File: config.mk
export PLATFORM = sky130hd
export DESIGN_NAME = piecewise_linear_evaluator
export DESIGN_NICKNAME = d
export VERILOG_FILES = /design/src/sv/ple_pkg.sv /design/src/sv/ple_seq.sv /design/src/sv/piecewise_linear_evaluator.sv
export SDC_FILE = /design/constraint.sdc
export NUM_CORES = 2
export LEC_CHECK = 0
export ABC_AREA = 1
export BUFFER_PORTS_ARGS = -buffer_cell sky130_fd_sc_hd__buf_2
export CAP_MARGIN = 20
export CORE_ASPECT_RATIO = 0.5
export CORE_MARGIN = 3
export CORE_UTILIZATION = 45
export CTS_CLUSTER_DIAMETER = 40
export CTS_CLUSTER_SIZE = 28
export DETAILED_ROUTE_END_ITERATION = 10
export PLACE_DENSITY = 0.58
export SETUP_SLACK_MARGIN = 0.2
export SLEW_MARGIN = 20
export SYNTH_ARGS = -nofsm -noshare
export SYNTH_HDL_FRONTEND = slang
export SYNTH_SLANG_ARGS = --single-unit
File: constraint.sdc
create_clock -name clk -period 8.3 [get_ports clk]
set_input_delay 0 -clock clk [delete_from_list [all_inputs] [get_ports clk]]
set_output_delay 0 -clock clk [all_outputs]
set_load 0.05 [all_outputs]
File: src/sv/ple_pkg.sv
// Types, constants and control store of the piecewise linear evaluator.
package ple_pkg;

	localparam int VAL_W      = 16;   // Q8.8 times and values
	localparam int PIDX_W     = 4;    // point_index and segment_index
	localparam int NUM_W      = 5;    // num_points register
	localparam int STEP_W     = 4;    // sequencer step counter
	localparam int DCNT_W     = 4;    // divider iteration counter
	localparam int IN_DATA_W  = 56;   // 52 payload bits padded to bytes
	localparam int OUT_DATA_W = 24;   // 20 payload bits padded to bytes

	localparam logic [DCNT_W-1:0] DIV_LAST = DCNT_W'(VAL_W - 1);

	typedef logic [STEP_W-1:0] step_t;

	// Request kinds carried on the input tuser bit
	typedef enum logic {
		REQ_WRITE = 1'b0,
		REQ_EVAL  = 1'b1
	} req_t;

	// Datapath operations
	typedef enum logic [3:0] {
		OP_IDLE       = 4'd0,
		OP_RD_CUR     = 4'd1,
		OP_TAKE_FIRST = 4'd2,
		OP_RD_NEXT    = 4'd3,
		OP_TAKE_NEXT  = 4'd4,
		OP_NOP        = 4'd5,
		OP_ADVANCE    = 4'd6,
		OP_DIFF       = 4'd7,
		OP_MUL        = 4'd8,
		OP_DIV        = 4'd9,
		OP_FINISH     = 4'd10,
		OP_HOLD       = 4'd11
	} op_t;

	// Jump conditions
	typedef enum logic [2:0] {
		C_NEVER    = 3'd0,
		C_ALWAYS   = 3'd1,
		C_NO_START = 3'd2,
		C_SINGLE   = 3'd3,
		C_INSIDE   = 3'd4,
		C_AT_END   = 3'd5,
		C_DIV_BUSY = 3'd6
	} cond_t;

	typedef struct packed {
		op_t   op;
		cond_t cond;
		step_t target;
		logic  needs_out;  // step writes the output register
	} cword_t;

	typedef struct packed {
		logic start;
		logic single;
		logic in_seg;
		logic at_end;
		logic div_busy;
	} flags_t;

	// Step numbers that are jump targets
	localparam step_t ST_IDLE = 4'd0;
	localparam step_t ST_TEST = 4'd5;
	localparam step_t ST_MATH = 4'd8;
	localparam step_t ST_DIV  = 4'd10;
	localparam step_t ST_HOLD = 4'd12;

	function automatic cword_t ucode(input step_t step);
		cword_t w;
		w = '{op: OP_IDLE, cond: C_NO_START, target: ST_IDLE, needs_out: 1'b0};
		unique case (step)
			4'd0:  w = '{op: OP_IDLE,       cond: C_NO_START, target: ST_IDLE, needs_out: 1'b0};
			4'd1:  w = '{op: OP_RD_CUR,     cond: C_NEVER,    target: ST_IDLE, needs_out: 1'b0};
			4'd2:  w = '{op: OP_TAKE_FIRST, cond: C_SINGLE,   target: ST_HOLD, needs_out: 1'b0};
			4'd3:  w = '{op: OP_RD_NEXT,    cond: C_NEVER,    target: ST_IDLE, needs_out: 1'b0};
			4'd4:  w = '{op: OP_TAKE_NEXT,  cond: C_NEVER,    target: ST_IDLE, needs_out: 1'b0};
			4'd5:  w = '{op: OP_NOP,        cond: C_INSIDE,   target: ST_MATH, needs_out: 1'b0};
			4'd6:  w = '{op: OP_ADVANCE,    cond: C_AT_END,   target: ST_HOLD, needs_out: 1'b0};
			4'd7:  w = '{op: OP_TAKE_NEXT,  cond: C_ALWAYS,   target: ST_TEST, needs_out: 1'b0};
			4'd8:  w = '{op: OP_DIFF,       cond: C_NEVER,    target: ST_IDLE, needs_out: 1'b0};
			4'd9:  w = '{op: OP_MUL,        cond: C_NEVER,    target: ST_IDLE, needs_out: 1'b0};
			4'd10: w = '{op: OP_DIV,        cond: C_DIV_BUSY, target: ST_DIV,  needs_out: 1'b0};
			4'd11: w = '{op: OP_FINISH,     cond: C_ALWAYS,   target: ST_IDLE, needs_out: 1'b1};
			4'd12: w = '{op: OP_HOLD,       cond: C_ALWAYS,   target: ST_IDLE, needs_out: 1'b1};
			default: w = '{op: OP_IDLE, cond: C_ALWAYS, target: ST_IDLE, needs_out: 1'b0};
		endcase
		return w;
	endfunction

endpackage

File: src/sv/ple_seq.sv
// Microcode sequencer: step counter, control store lookup and jump logic.
module ple_seq (
	input  logic                clk,
	input  logic                arst_n,
	input  ple_pkg::flags_t     flags,
	input  logic                out_free,
	output ple_pkg::cword_t     cw
);

	ple_pkg::step_t step_q;
	logic           taken;
	logic           stall;

	assign cw    = ple_pkg::ucode(step_q);
	// hold a step that writes the output register while a result is still pending
	assign stall = cw.needs_out && !out_free;

	always_comb begin
		unique case (cw.cond)
			ple_pkg::C_NEVER:    taken = 1'b0;
			ple_pkg::C_ALWAYS:   taken = 1'b1;
			ple_pkg::C_NO_START: taken = !flags.start;
			ple_pkg::C_SINGLE:   taken = flags.single;
			ple_pkg::C_INSIDE:   taken = flags.in_seg;
			ple_pkg::C_AT_END:   taken = flags.at_end;
			ple_pkg::C_DIV_BUSY: taken = flags.div_busy;
			default:             taken = 1'b1;
		endcase
	end

	always_ff @(posedge clk or negedge arst_n) begin
		if (!arst_n) begin
			step_q <= ple_pkg::ST_IDLE;
		end else if (!stall) begin
			if (taken) begin
				step_q <= cw.target;
			end else begin
				step_q <= step_q + ple_pkg::step_t'(1);
			end
		end
	end

endmodule

File: src/sv/piecewise_linear_evaluator.sv
// Top level of the piecewise linear evaluator: breakpoint table and datapath.
//
//  channel  dir  handshake                      payload
//  -------  ---  -----------------------------  ------------------------------------------
//  s_axis   in   s_axis_tvalid / s_axis_tready  tuser: req_type; tdata: index, x, y, time
//  m_axis   out  m_axis_tvalid / m_axis_tready  tuser: segment_found; tdata: value, index
//  cfg      in   cfg_we (no wait)               cfg_wdata: num_points
//
//  A breakpoint write is stored while idle and the block stays ready for the next item.
//  An evaluation with one point in use returns the y of entry 0. Otherwise it scans
//  the segments in order through the single table read port until one matches, then
//  runs the difference, 16x16 multiply, 16 restoring division steps and final add;
//  the divider yields one bit per cycle. With no match it ends at the last segment.
//  Reset clears the sequencer, num_points (to 1) and the output valid; the table
//  holds whatever was written. A stalled result holds in the output register;
//  the next evaluation runs meanwhile and waits only at its final step.
module piecewise_linear_evaluator #(
	parameter int MAX_POINTS = 16
) (
	input  logic                                clk,
	input  logic                                arst_n,
	// configuration: num_points
	input  logic                                cfg_we,
	input  logic [ple_pkg::NUM_W-1:0]           cfg_wdata,
	// input items
	input  logic                                s_axis_tvalid,
	output logic                                s_axis_tready,
	// [3:0] point_index, [19:4] point_x, [35:20] point_y, [51:36] query_time
	input  logic [ple_pkg::IN_DATA_W-1:0]       s_axis_tdata,
	// [0] req_type
	input  logic                                s_axis_tuser,
	// results
	output logic                                m_axis_tvalid,
	input  logic                                m_axis_tready,
	// [15:0] value, [19:16] segment_index
	output logic [ple_pkg::OUT_DATA_W-1:0]      m_axis_tdata,
	// [0] segment_found
	output logic                                m_axis_tuser
);

	localparam int IW = (MAX_POINTS > 1) ? $clog2(MAX_POINTS) : 1;
	localparam int VW = ple_pkg::VAL_W;

	// Unpacked input fields
	logic [ple_pkg::PIDX_W-1:0] point_index;
	logic [VW-1:0]              point_x;
	logic signed [VW-1:0]       point_y;
	logic [VW-1:0]              query_time;

	assign point_index = s_axis_tdata[3:0];
	assign point_x     = s_axis_tdata[19:4];
	assign point_y     = s_axis_tdata[35:20];
	assign query_time  = s_axis_tdata[51:36];

	// Configuration register
	logic [ple_pkg::NUM_W-1:0] num_points_q;

	always_ff @(posedge clk or negedge arst_n) begin
		if (!arst_n) begin
			num_points_q <= ple_pkg::NUM_W'(1);
		end else if (cfg_we) begin
			num_points_q <= cfg_wdata;
		end
	end

	// Sequencer
	ple_pkg::cword_t cw;
	ple_pkg::flags_t flags;
	logic            out_free;
	logic            m_valid_q;

	ple_seq u_seq (
		.clk      (clk),
		.arst_n   (arst_n),
		.flags    (flags),
		.out_free (out_free),
		.cw       (cw)
	);

	// Input handshake: items are taken only while the sequencer idles
	logic s_fire;
	logic eval_start;
	logic wr_fire;

	assign s_axis_tready = (cw.op == ple_pkg::OP_IDLE);
	assign s_fire        = s_axis_tvalid && s_axis_tready;
	assign eval_start    = s_fire && (s_axis_tuser == ple_pkg::REQ_EVAL);
	assign wr_fire       = s_fire && (s_axis_tuser == ple_pkg::REQ_WRITE)
	                       && (32'(point_index) < MAX_POINTS);

	// Breakpoint table, {y, x} per entry, one write and one registered read port
	logic [2*VW-1:0] table_mem [MAX_POINTS];
	logic [2*VW-1:0] rdata_q;
	logic [IW-1:0]   rd_addr;
	logic [IW-1:0]   idx_q;
	logic [IW-1:0]   last_q;

	always_comb begin
		unique case (cw.op)
			ple_pkg::OP_RD_NEXT: rd_addr = IW'(idx_q + IW'(1));
			ple_pkg::OP_ADVANCE: rd_addr = IW'(idx_q + IW'(2));  // next-but-one: idx moves too
			default:             rd_addr = idx_q;
		endcase
	end

	always_ff @(posedge clk) begin
		if (wr_fire) begin
			table_mem[IW'(point_index)] <= {point_y, point_x};
		end
		rdata_q <= table_mem[rd_addr];
	end

	// Last point in use: num_points clamped to 1..MAX_POINTS, minus one
	logic [IW-1:0]             last_d;
	logic [ple_pkg::NUM_W-1:0] num_m1;

	assign num_m1 = num_points_q - ple_pkg::NUM_W'(1);

	always_comb begin
		priority if (num_points_q == '0) begin
			last_d = '0;
		end else if (32'(num_points_q) > MAX_POINTS) begin
			last_d = IW'(MAX_POINTS - 1);
		end else begin
			last_d = IW'(num_m1);
		end
	end

	// Datapath registers
	logic [VW-1:0]           t_q;
	logic [VW-1:0]           prev_x_q;
	logic signed [VW-1:0]    prev_y_q;
	logic [VW-1:0]           cur_x_q;
	logic signed [VW-1:0]    cur_y_q;
	logic [VW-1:0]           ofs_q;     // t - x_i
	logic [VW-1:0]           dmag_q;    // |y_{i+1} - y_i|
	logic                    neg_q;
	logic [VW-1:0]           dx_q;
	logic [VW-1:0]           rem_q;
	logic [VW-1:0]           quo_q;
	logic [ple_pkg::DCNT_W-1:0] cnt_q;

	logic signed [VW:0]      dy;
	logic [VW:0]             dy_abs;
	logic [2*VW-1:0]         prod;
	logic [VW:0]             trial;
	logic                    fits;
	logic signed [VW+1:0]    qsgn;
	logic signed [VW+1:0]    sum;

	assign dy     = (VW+1)'(cur_y_q) - (VW+1)'(prev_y_q);
	assign dy_abs = dy[VW] ? (VW+1)'(-dy) : (VW+1)'(dy);
	assign prod   = (2*VW)'(ofs_q) * (2*VW)'(dmag_q);
	// restoring step: shift in the next dividend bit, try subtracting the divisor
	assign trial  = {rem_q, quo_q[VW-1]};
	assign fits   = (trial >= {1'b0, dx_q});
	assign qsgn   = neg_q ? -(VW+2)'(signed'({2'b00, quo_q})) : (VW+2)'(signed'({2'b00, quo_q}));
	assign sum    = (VW+2)'(prev_y_q) + qsgn;

	always_ff @(posedge clk) begin
		unique case (cw.op)
			ple_pkg::OP_IDLE: begin
				if (eval_start) begin
					t_q <= query_time;
				end
			end
			ple_pkg::OP_TAKE_FIRST: begin
				prev_x_q <= rdata_q[VW-1:0];
				prev_y_q <= rdata_q[2*VW-1:VW];
				cur_x_q  <= rdata_q[VW-1:0];
				cur_y_q  <= rdata_q[2*VW-1:VW];
			end
			ple_pkg::OP_TAKE_NEXT: begin
				cur_x_q <= rdata_q[VW-1:0];
				cur_y_q <= rdata_q[2*VW-1:VW];
			end
			ple_pkg::OP_ADVANCE: begin
				prev_x_q <= cur_x_q;
				prev_y_q <= cur_y_q;
			end
			ple_pkg::OP_DIFF: begin
				ofs_q  <= t_q - prev_x_q;
				dx_q   <= cur_x_q - prev_x_q;
				dmag_q <= dy_abs[VW-1:0];
				neg_q  <= dy[VW];
			end
			ple_pkg::OP_MUL: begin
				// high half is below dx since t - x_i < dx
				rem_q <= prod[2*VW-1:VW];
				quo_q <= prod[VW-1:0];
			end
			ple_pkg::OP_DIV: begin
				rem_q <= fits ? VW'(trial - {1'b0, dx_q}) : trial[VW-1:0];
				quo_q <= {quo_q[VW-2:0], fits};
			end
			default: begin
			end
		endcase
	end

	// Control registers of the datapath
	always_ff @(posedge clk or negedge arst_n) begin
		if (!arst_n) begin
			idx_q  <= '0;
			last_q <= '0;
			cnt_q  <= '0;
		end else begin
			unique case (cw.op)
				ple_pkg::OP_IDLE: begin
					if (eval_start) begin
						idx_q  <= '0;
						last_q <= last_d;
					end
				end
				ple_pkg::OP_ADVANCE: idx_q <= IW'(idx_q + IW'(1));
				ple_pkg::OP_MUL:     cnt_q <= '0;
				ple_pkg::OP_DIV:     cnt_q <= cnt_q + ple_pkg::DCNT_W'(1);
				default: begin
				end
			endcase
		end
	end

	// Jump conditions
	assign flags.start    = eval_start;
	assign flags.single   = (last_q == '0);
	assign flags.in_seg   = (prev_x_q <= t_q) && (t_q < cur_x_q);
	assign flags.at_end   = ({1'b0, idx_q} + (IW+1)'(1)) == {1'b0, last_q};
	assign flags.div_busy = (cnt_q != ple_pkg::DIV_LAST);

	// Output register
	logic                       out_load;
	logic signed [VW-1:0]       value_q;
	logic                       found_q;
	logic [ple_pkg::PIDX_W-1:0] seg_q;

	assign out_free = !m_valid_q || m_axis_tready;
	assign out_load = cw.needs_out && out_free;

	always_ff @(posedge clk) begin
		if (out_load) begin
			if (cw.op == ple_pkg::OP_FINISH) begin
				value_q <= sum[VW-1:0];
				found_q <= 1'b1;
				seg_q   <= ple_pkg::PIDX_W'(idx_q);
			end else begin
				value_q <= cur_y_q;
				found_q <= 1'b0;
				seg_q   <= ple_pkg::PIDX_W'(last_q);
			end
		end
	end

	always_ff @(posedge clk or negedge arst_n) begin
		if (!arst_n) begin
			m_valid_q <= 1'b0;
		end else if (out_load) begin
			m_valid_q <= 1'b1;
		end else if (m_axis_tready) begin
			m_valid_q <= 1'b0;
		end
	end

	assign m_axis_tvalid = m_valid_q;
	assign m_axis_tdata  = {4'b0000, seg_q, value_q};
	assign m_axis_tuser  = found_q;

endmodule

After elaboration in Yosys (flattened, before gate mapping)

Memories as Yosys holds them, arrays and structs flattened. A register that Yosys moved wholly into a read port is not among the register bits.
Cells that the tools add are included.
Widths: inputs -> output; s select.

Memories: 2
Bits in writable memories: 512
Bits in read-only memories: 192
Output and inout bits: 27
Register bits: 204
Bits of input ports: 67

$mul: 1
Bitwise operators: 1
Add/sub/neg operators: 13
Equality and inequality tests: 16
Reductions and logical operators: 21
Muxes and demuxes: 22
Order comparisons: 4

Memories:

| memory          | words | width | read ports | clocked after memory_dff | wr ports | line                             | source |
|---|---|---|---|---|---|---|---|
| table_mem       | 16    | 32    | 1          | 1                        | 1        | piecewise_linear_evaluator.sv:92 | `logic [2*VW-1:0] table_mem [MAX_POINTS];` |
| (no name shown) | 16    | 12    | 1          | 0                        | 0        | ple_pkg.sv:74                    | `unique case (step)` |

Operators by type and width:

| kind                | count |
|---|---|
| $pmux 16 s2         | 4 |
| $mux 16             | 4 |
| $sub 16x16->16      | 3 |
| $mul 16x16->32      | 1 |
| $neg 16->16         | 2 |
| $pmux 4 s2          | 3 |
| $mux 4              | 5 |
| $ge 17x16->1        | 1 |
| $sub 16x16->17      | 1 |
| $add 16x16->16      | 1 |
| $le 16x16->1        | 1 |
| $lt 16x16->1        | 1 |
| $add 4x1->4 const B | 3 |
| $eq 4x3->1 const B  | 3 |
| $eq 4x4->1 const B  | 3 |
| $eq 3x3->1 const B  | 3 |
| $eq 4x2->1 const B  | 2 |
| $logic_not 4->1     | 2 |
| $reduce_bool 2->1   | 4 |
| $eq 3x2->1 const B  | 2 |
| $logic_and 1x1->1   | 6 |
| $pmux 1 s6          | 1 |
| $add 4x1->5 const B | 1 |
| $eq 5x4->1          | 1 |
| other kinds (13)    | 20 |

Depth between registers and ports, before layout

An unclocked memory read counts as a cell.

Word-level depth: 7
Mapped depth: 28
Mapped depth without buffers: 26

Modules after synthesis

Synthesis repeated with hierarchy kept, for this count alone.

Cell total of the unflattened synthesis: 4739
Area total of the unflattened synthesis: 44720.4 µm²

Modules (own cells, without submodules):

| module                     | times used | cells each | area an instance (µm²) |
|---|---|---|---|
| piecewise_linear_evaluator | 1          | 4649       | 44057.3 |
| ple_seq                    | 1          | 90         | 663.1 |

Worst setup path after synthesis

Ideal clock, no wire load.

Path type: flip-flop to flip-flop
Start point: register ofs_q[7]
End point: register rem_q[9], data pin
Buffers on the path: 2
Stages on the path, launching flop included: 24
Data arrival time: 5.392 ns
Required time: 8.042 ns
Setup slack: 2.649 ns
Clock period less this slack: 5.651 ns
Path through: edfxtp_1 -> clkbuf_1 -> clkbuf_1 -> nand2_1 -> fa_1 -> inv_1 -> fa_1 -> inv_1 -> fa_1 -> inv_1 -> fa_1 -> fa_1 -> inv_1 -> fa_1 -> inv_1 -> ha_1 -> a21o_1 -> a21boi_0 -> o21ai_0 -> nand2_1 -> nand3_1 -> or2_2 -> nand3_1 -> nand2_1

Longest elaborated chain between the ends: 2

Ends and longest elaborated chain:

| item                   | line                              | source |
|---|---|---|
| start, declared        | piecewise_linear_evaluator.sv:135 | `logic [VW-1:0] ofs_q;` |
| start signal, assigned | piecewise_linear_evaluator.sv:182 | `ofs_q <= t_q - prev_x_q;` |
| $mul 16x16->32         | piecewise_linear_evaluator.sv:153 | `assign prod = (2*VW)'(ofs_q) * (2*VW)'(dmag_q);` |
| $pmux 16 s2            | piecewise_linear_evaluator.sv:161 | `unique case (cw.op)` |
| end signal, assigned   | piecewise_linear_evaluator.sv:189 | `rem_q <= prod[2*VW-1:VW];` |
| end signal, assigned   | piecewise_linear_evaluator.sv:193 | `rem_q <= fits ? VW'(trial - {1'b0, dx_q}) : trial[VW-1:0];` |
| end, declared          | piecewise_linear_evaluator.sv:139 | `logic [VW-1:0] rem_q;` |

Every way passes these cells.
A chain may end at the register's enable or synchronous reset.

Worst setup path in the final report

Start point: register dmag_q[10]
End point: register rem_q[9], data pin

Longest elaborated chain between the ends: 2

Ends and longest elaborated chain:

| item                   | line                              | source |
|---|---|---|
| start, declared        | piecewise_linear_evaluator.sv:136 | `logic [VW-1:0] dmag_q;` |
| start signal, assigned | piecewise_linear_evaluator.sv:184 | `dmag_q <= dy_abs[VW-1:0];` |
| $mul 16x16->32         | piecewise_linear_evaluator.sv:153 |  |
| $pmux 16 s2            | piecewise_linear_evaluator.sv:161 |  |

Every way passes these cells.

==> metrics.json <==
{
  "worst-endpoint-required_ns": 8.69,
  "synth.yosys.seq_area_share_pct": 50.1,
  "cts_root_buf": "clkbuf_16",
  "reg2reg_setup_slack_ns": 2.03,
  "timing.setup.tns_ns": 0,
  "hold_violation_count_in_the_final_report": 0,
  "postSynthRegisterBits": 748,
  "worstReg2RegStart": "dmag_q[10]",
  "timing_worst_setup_path_type": "reg -> reg",
  "initial_antenna_violation_count": 6,
  "number_of_global_route_vias_before_repair": 30900,
  "grt_overflow": 0,
  "setup.worst_path.end_class": "register",
  "slew_violations": 0,
  "worst-path-max-fanout": 16,
  "dpl.cell_count": 5914,
  "max_cap_violations": 0,
  "tritoncts_sink_count": 748,
  "pin_count_of_the_biggest_net_entering_global_routing": 173,
  "min_period_over_period_pct": 75.5,
  "timing.critical_path.arrival_ns": 6.66,
  "critPathCapture": "rem_q[9]",
  "detail_route.vias_per_cell": 5.11,
  "floorplan.io_pins": 94,
  "post_synth_main_area_contributors": "edfxtp_1, nand2_1, fa_1",
  "num_vias": 31400,
  "worst_setup_hold_path_clk_slew_ns": 0.06,
  "antenna_violating_nets_post_route": 0,
  "relSlewSlack_pct": 28.9,
  "ys_async_rst_share_pct": 2.94,
  "number_of_cts_inserted_buffers": 88,
  "drt_wl_total_mm": 109,
  "status": "completed",
  "floorplan.die.width_um": 448,
  "layout_cells_sized_above_1_pct": 6.99,
  "global_route.usage.total_pct": 21.7,
  "cts_max_level": 3,
  "most_frequent_standard_cell_in_the_layout_excluding_fill_and_tap_cells": "nand2_1",
  "worst-r2r-cell-count": 19,
  "first_iter_violations": 2424,
  "timing.critical_path.from": "dmag_q[10]",
  "wl_per_cell_um": 17.8,
  "post_cts_buffers": 0,
  "rows": 80,
  "fill_cells": 8744,
  "grt_pass1_wl_mm": 172,
  "layout-area-overhead-vs-synth_pct": 12.1,
  "grt_setup_unrepaired": "false",
  "initial_utilization_pct": 45.7,
  "worst_setup_path_start_kind": "register",
  "setup_violations": 0,
  "die-area_mm2": 0.102,
  "place.gp.congestion": 0.935,
  "yosys.area.top_type_share_pct": 47.4,
  "final-instance-count-excl-fill": 6148,
  "worstMarginPinSlew_ns": 1.06,
  "min_period_ns": 6.27,
  "setup_skew_after_layout_ns": 0.0476,
  "holdCritPathClass": "in -> reg",
  "highest_count_cells_in_the_layout_ignoring_fill_and_taps": "nand2_1, edfxtp_1, inv_1",
  "timing.rr.end": "rem_q[9]",
  "fp.coreArea_mm2": 0.0961,
  "max_freq_ghz": 0.160,
  "clock_tree_from_tritoncts": "yes",
  "synth.largest_area_cell": "edfxtp_1",
  "main_synth_ff_type": "edfxtp_1",
  "netlist_instances": 4714,
  "synth_area_per_cell_um2": 9.32,
  "die_h_um": 227,
  "worst_skew_pair.late_latency_ns": 0.66,
  "syn-cell-area_mm2": 0.0439,
  "number_of_search_and_repair_iterations_in_the_first_detailed_routing_pass": 6,
  "io_buffers": 85,
  "detailedPlacementHpwl_mm": 70.4,
  "netlist-cell-type-count": 56,
  "ys_warn_count": 0,
  "fin_nets": 5278,
  "synth_enable_flop_cells": 694,
  "clock_tree.buffer_depth": 3,
  "remaining_drc_errors": 0
}
## area by class of cell
cell class                      count  area (um^2)  share of cell area [%]
Inverter                          605         2280                    4.64
Clock inverter                     73          797                    1.62
Clock buffer                       90         2210                    4.49
Antenna cell                        2         5.00                  0.0102
Tap cell                         1271         1590                    3.23
Multi-Input combinational cell   3168        18900                    38.3
Sequential cell                   748        22000                    44.7
Timing Repair Buffer              191         1450                    2.95
## worst min path at each step
stage	endpoint	slack, ns	cells after the start	startpoint
floorplan	cnt_q[0]	-0.30	0	arst_n
global placement	m_axis_tvalid	0.03	1	arst_n
detailed placement	m_axis_tvalid	0.03	1	arst_n
CTS	t_q[4]	0.01	2	s_axis_tdata[40]
global route	t_q[10]	0.04	2	s_axis_tdata[46]
finish	idx_q[3]	0.02	4	s_axis_tvalid
## metrics by stage
step                hold slack (ns)  utilization [%]  instance area, um^2  setup slack (ns)
global route                 0.0378             51.3                49300              1.75
global placement             0.0310             47.3                45500              2.12
CTS                         0.00967             51.2                49200              2.03
floorplan                    -0.296                -                44000              2.65
detailed placement           0.0289             47.4                45500              2.05
finish                       0.0208             51.3                49300              2.03
## critical path: stages, from the launching register on
cell and delay [ns]:
edfxtp_1 0.94, nand2_1 0.18, fa_1 0.57, inv_1 0.05
fa_1 0.56, fa_1 0.45, fa_1 0.49, fa_1 0.50
inv_1 0.05, fa_1 0.48, inv_1 0.04, ha_1 0.34
a21oi_1 0.22, a21boi_0 0.30, o21ai_0 0.19, nand2_1 0.09
nand3_1 0.11, or2_2 0.29, nand3_1 0.10, nand2_1 0.06
## kinds of logic after synthesis
kind of cell,after synthesis,synth area share [%]
AND/OR/NAND/NOR,2329,21.4
buffers and inverters,801,7.37
flip-flops,748,50.1
adder cells (fa/ha/maj),409,15.0
AO/OA/AOI/OAI,327,4.04
XOR/XNOR,98,1.95
other,1,0.00853
multiplexers,1,0.0256
## registers in the layout, summed over array words and instances (netlist names)
name           cells
table_mem        512
cur_x_q           16
quo_q             16
m_axis_tuser       1
idx_q              4
prev_x_q          16
ofs_q             16
t_q               16
cur_y_q           16
cnt_q              4
prev_y_q          16
seg_q              4
dx_q              16
num_points_q       5
u_seq.step_q       4
last_q             4
value_q           16
rdata_q           32
neg_q              1
dmag_q            16
rem_q             16
m_axis_tvalid      1
## repair_timing
action / in CTS / in global routing
hold buffers: 68 / 0
resized for setup: 0 / 0
endpoints found under the hold margin: 561 / 0
## synth_stat cells, types with 59 or more instances
library cell / count
o21ai_0: 148
nand3_1: 301
fa_1: 199
clkbuf_1: 85
nor2_1: 128
ha_1: 210
nand2_1: 1807
buf_2: 81
edfxtp_1: 694
inv_1: 594
xor2_1: 59
a21oi_1: 120
## routing by layer
metal | vias to the layer above | GRT usage [%] | wire [um]
li1 | 15400 | - | -
met2 | 851 | 35.1 | 49700
met3 | 180 | 3.30 | 6400
met1 | 15100 | 30.5 | 50300
met5 | - | 0 | 13
met4 | 2 | 6.65 | 3050
Power is not shown: default switching activity piles up to over one toggle a cycle in this logic, so the estimate is an artifact.
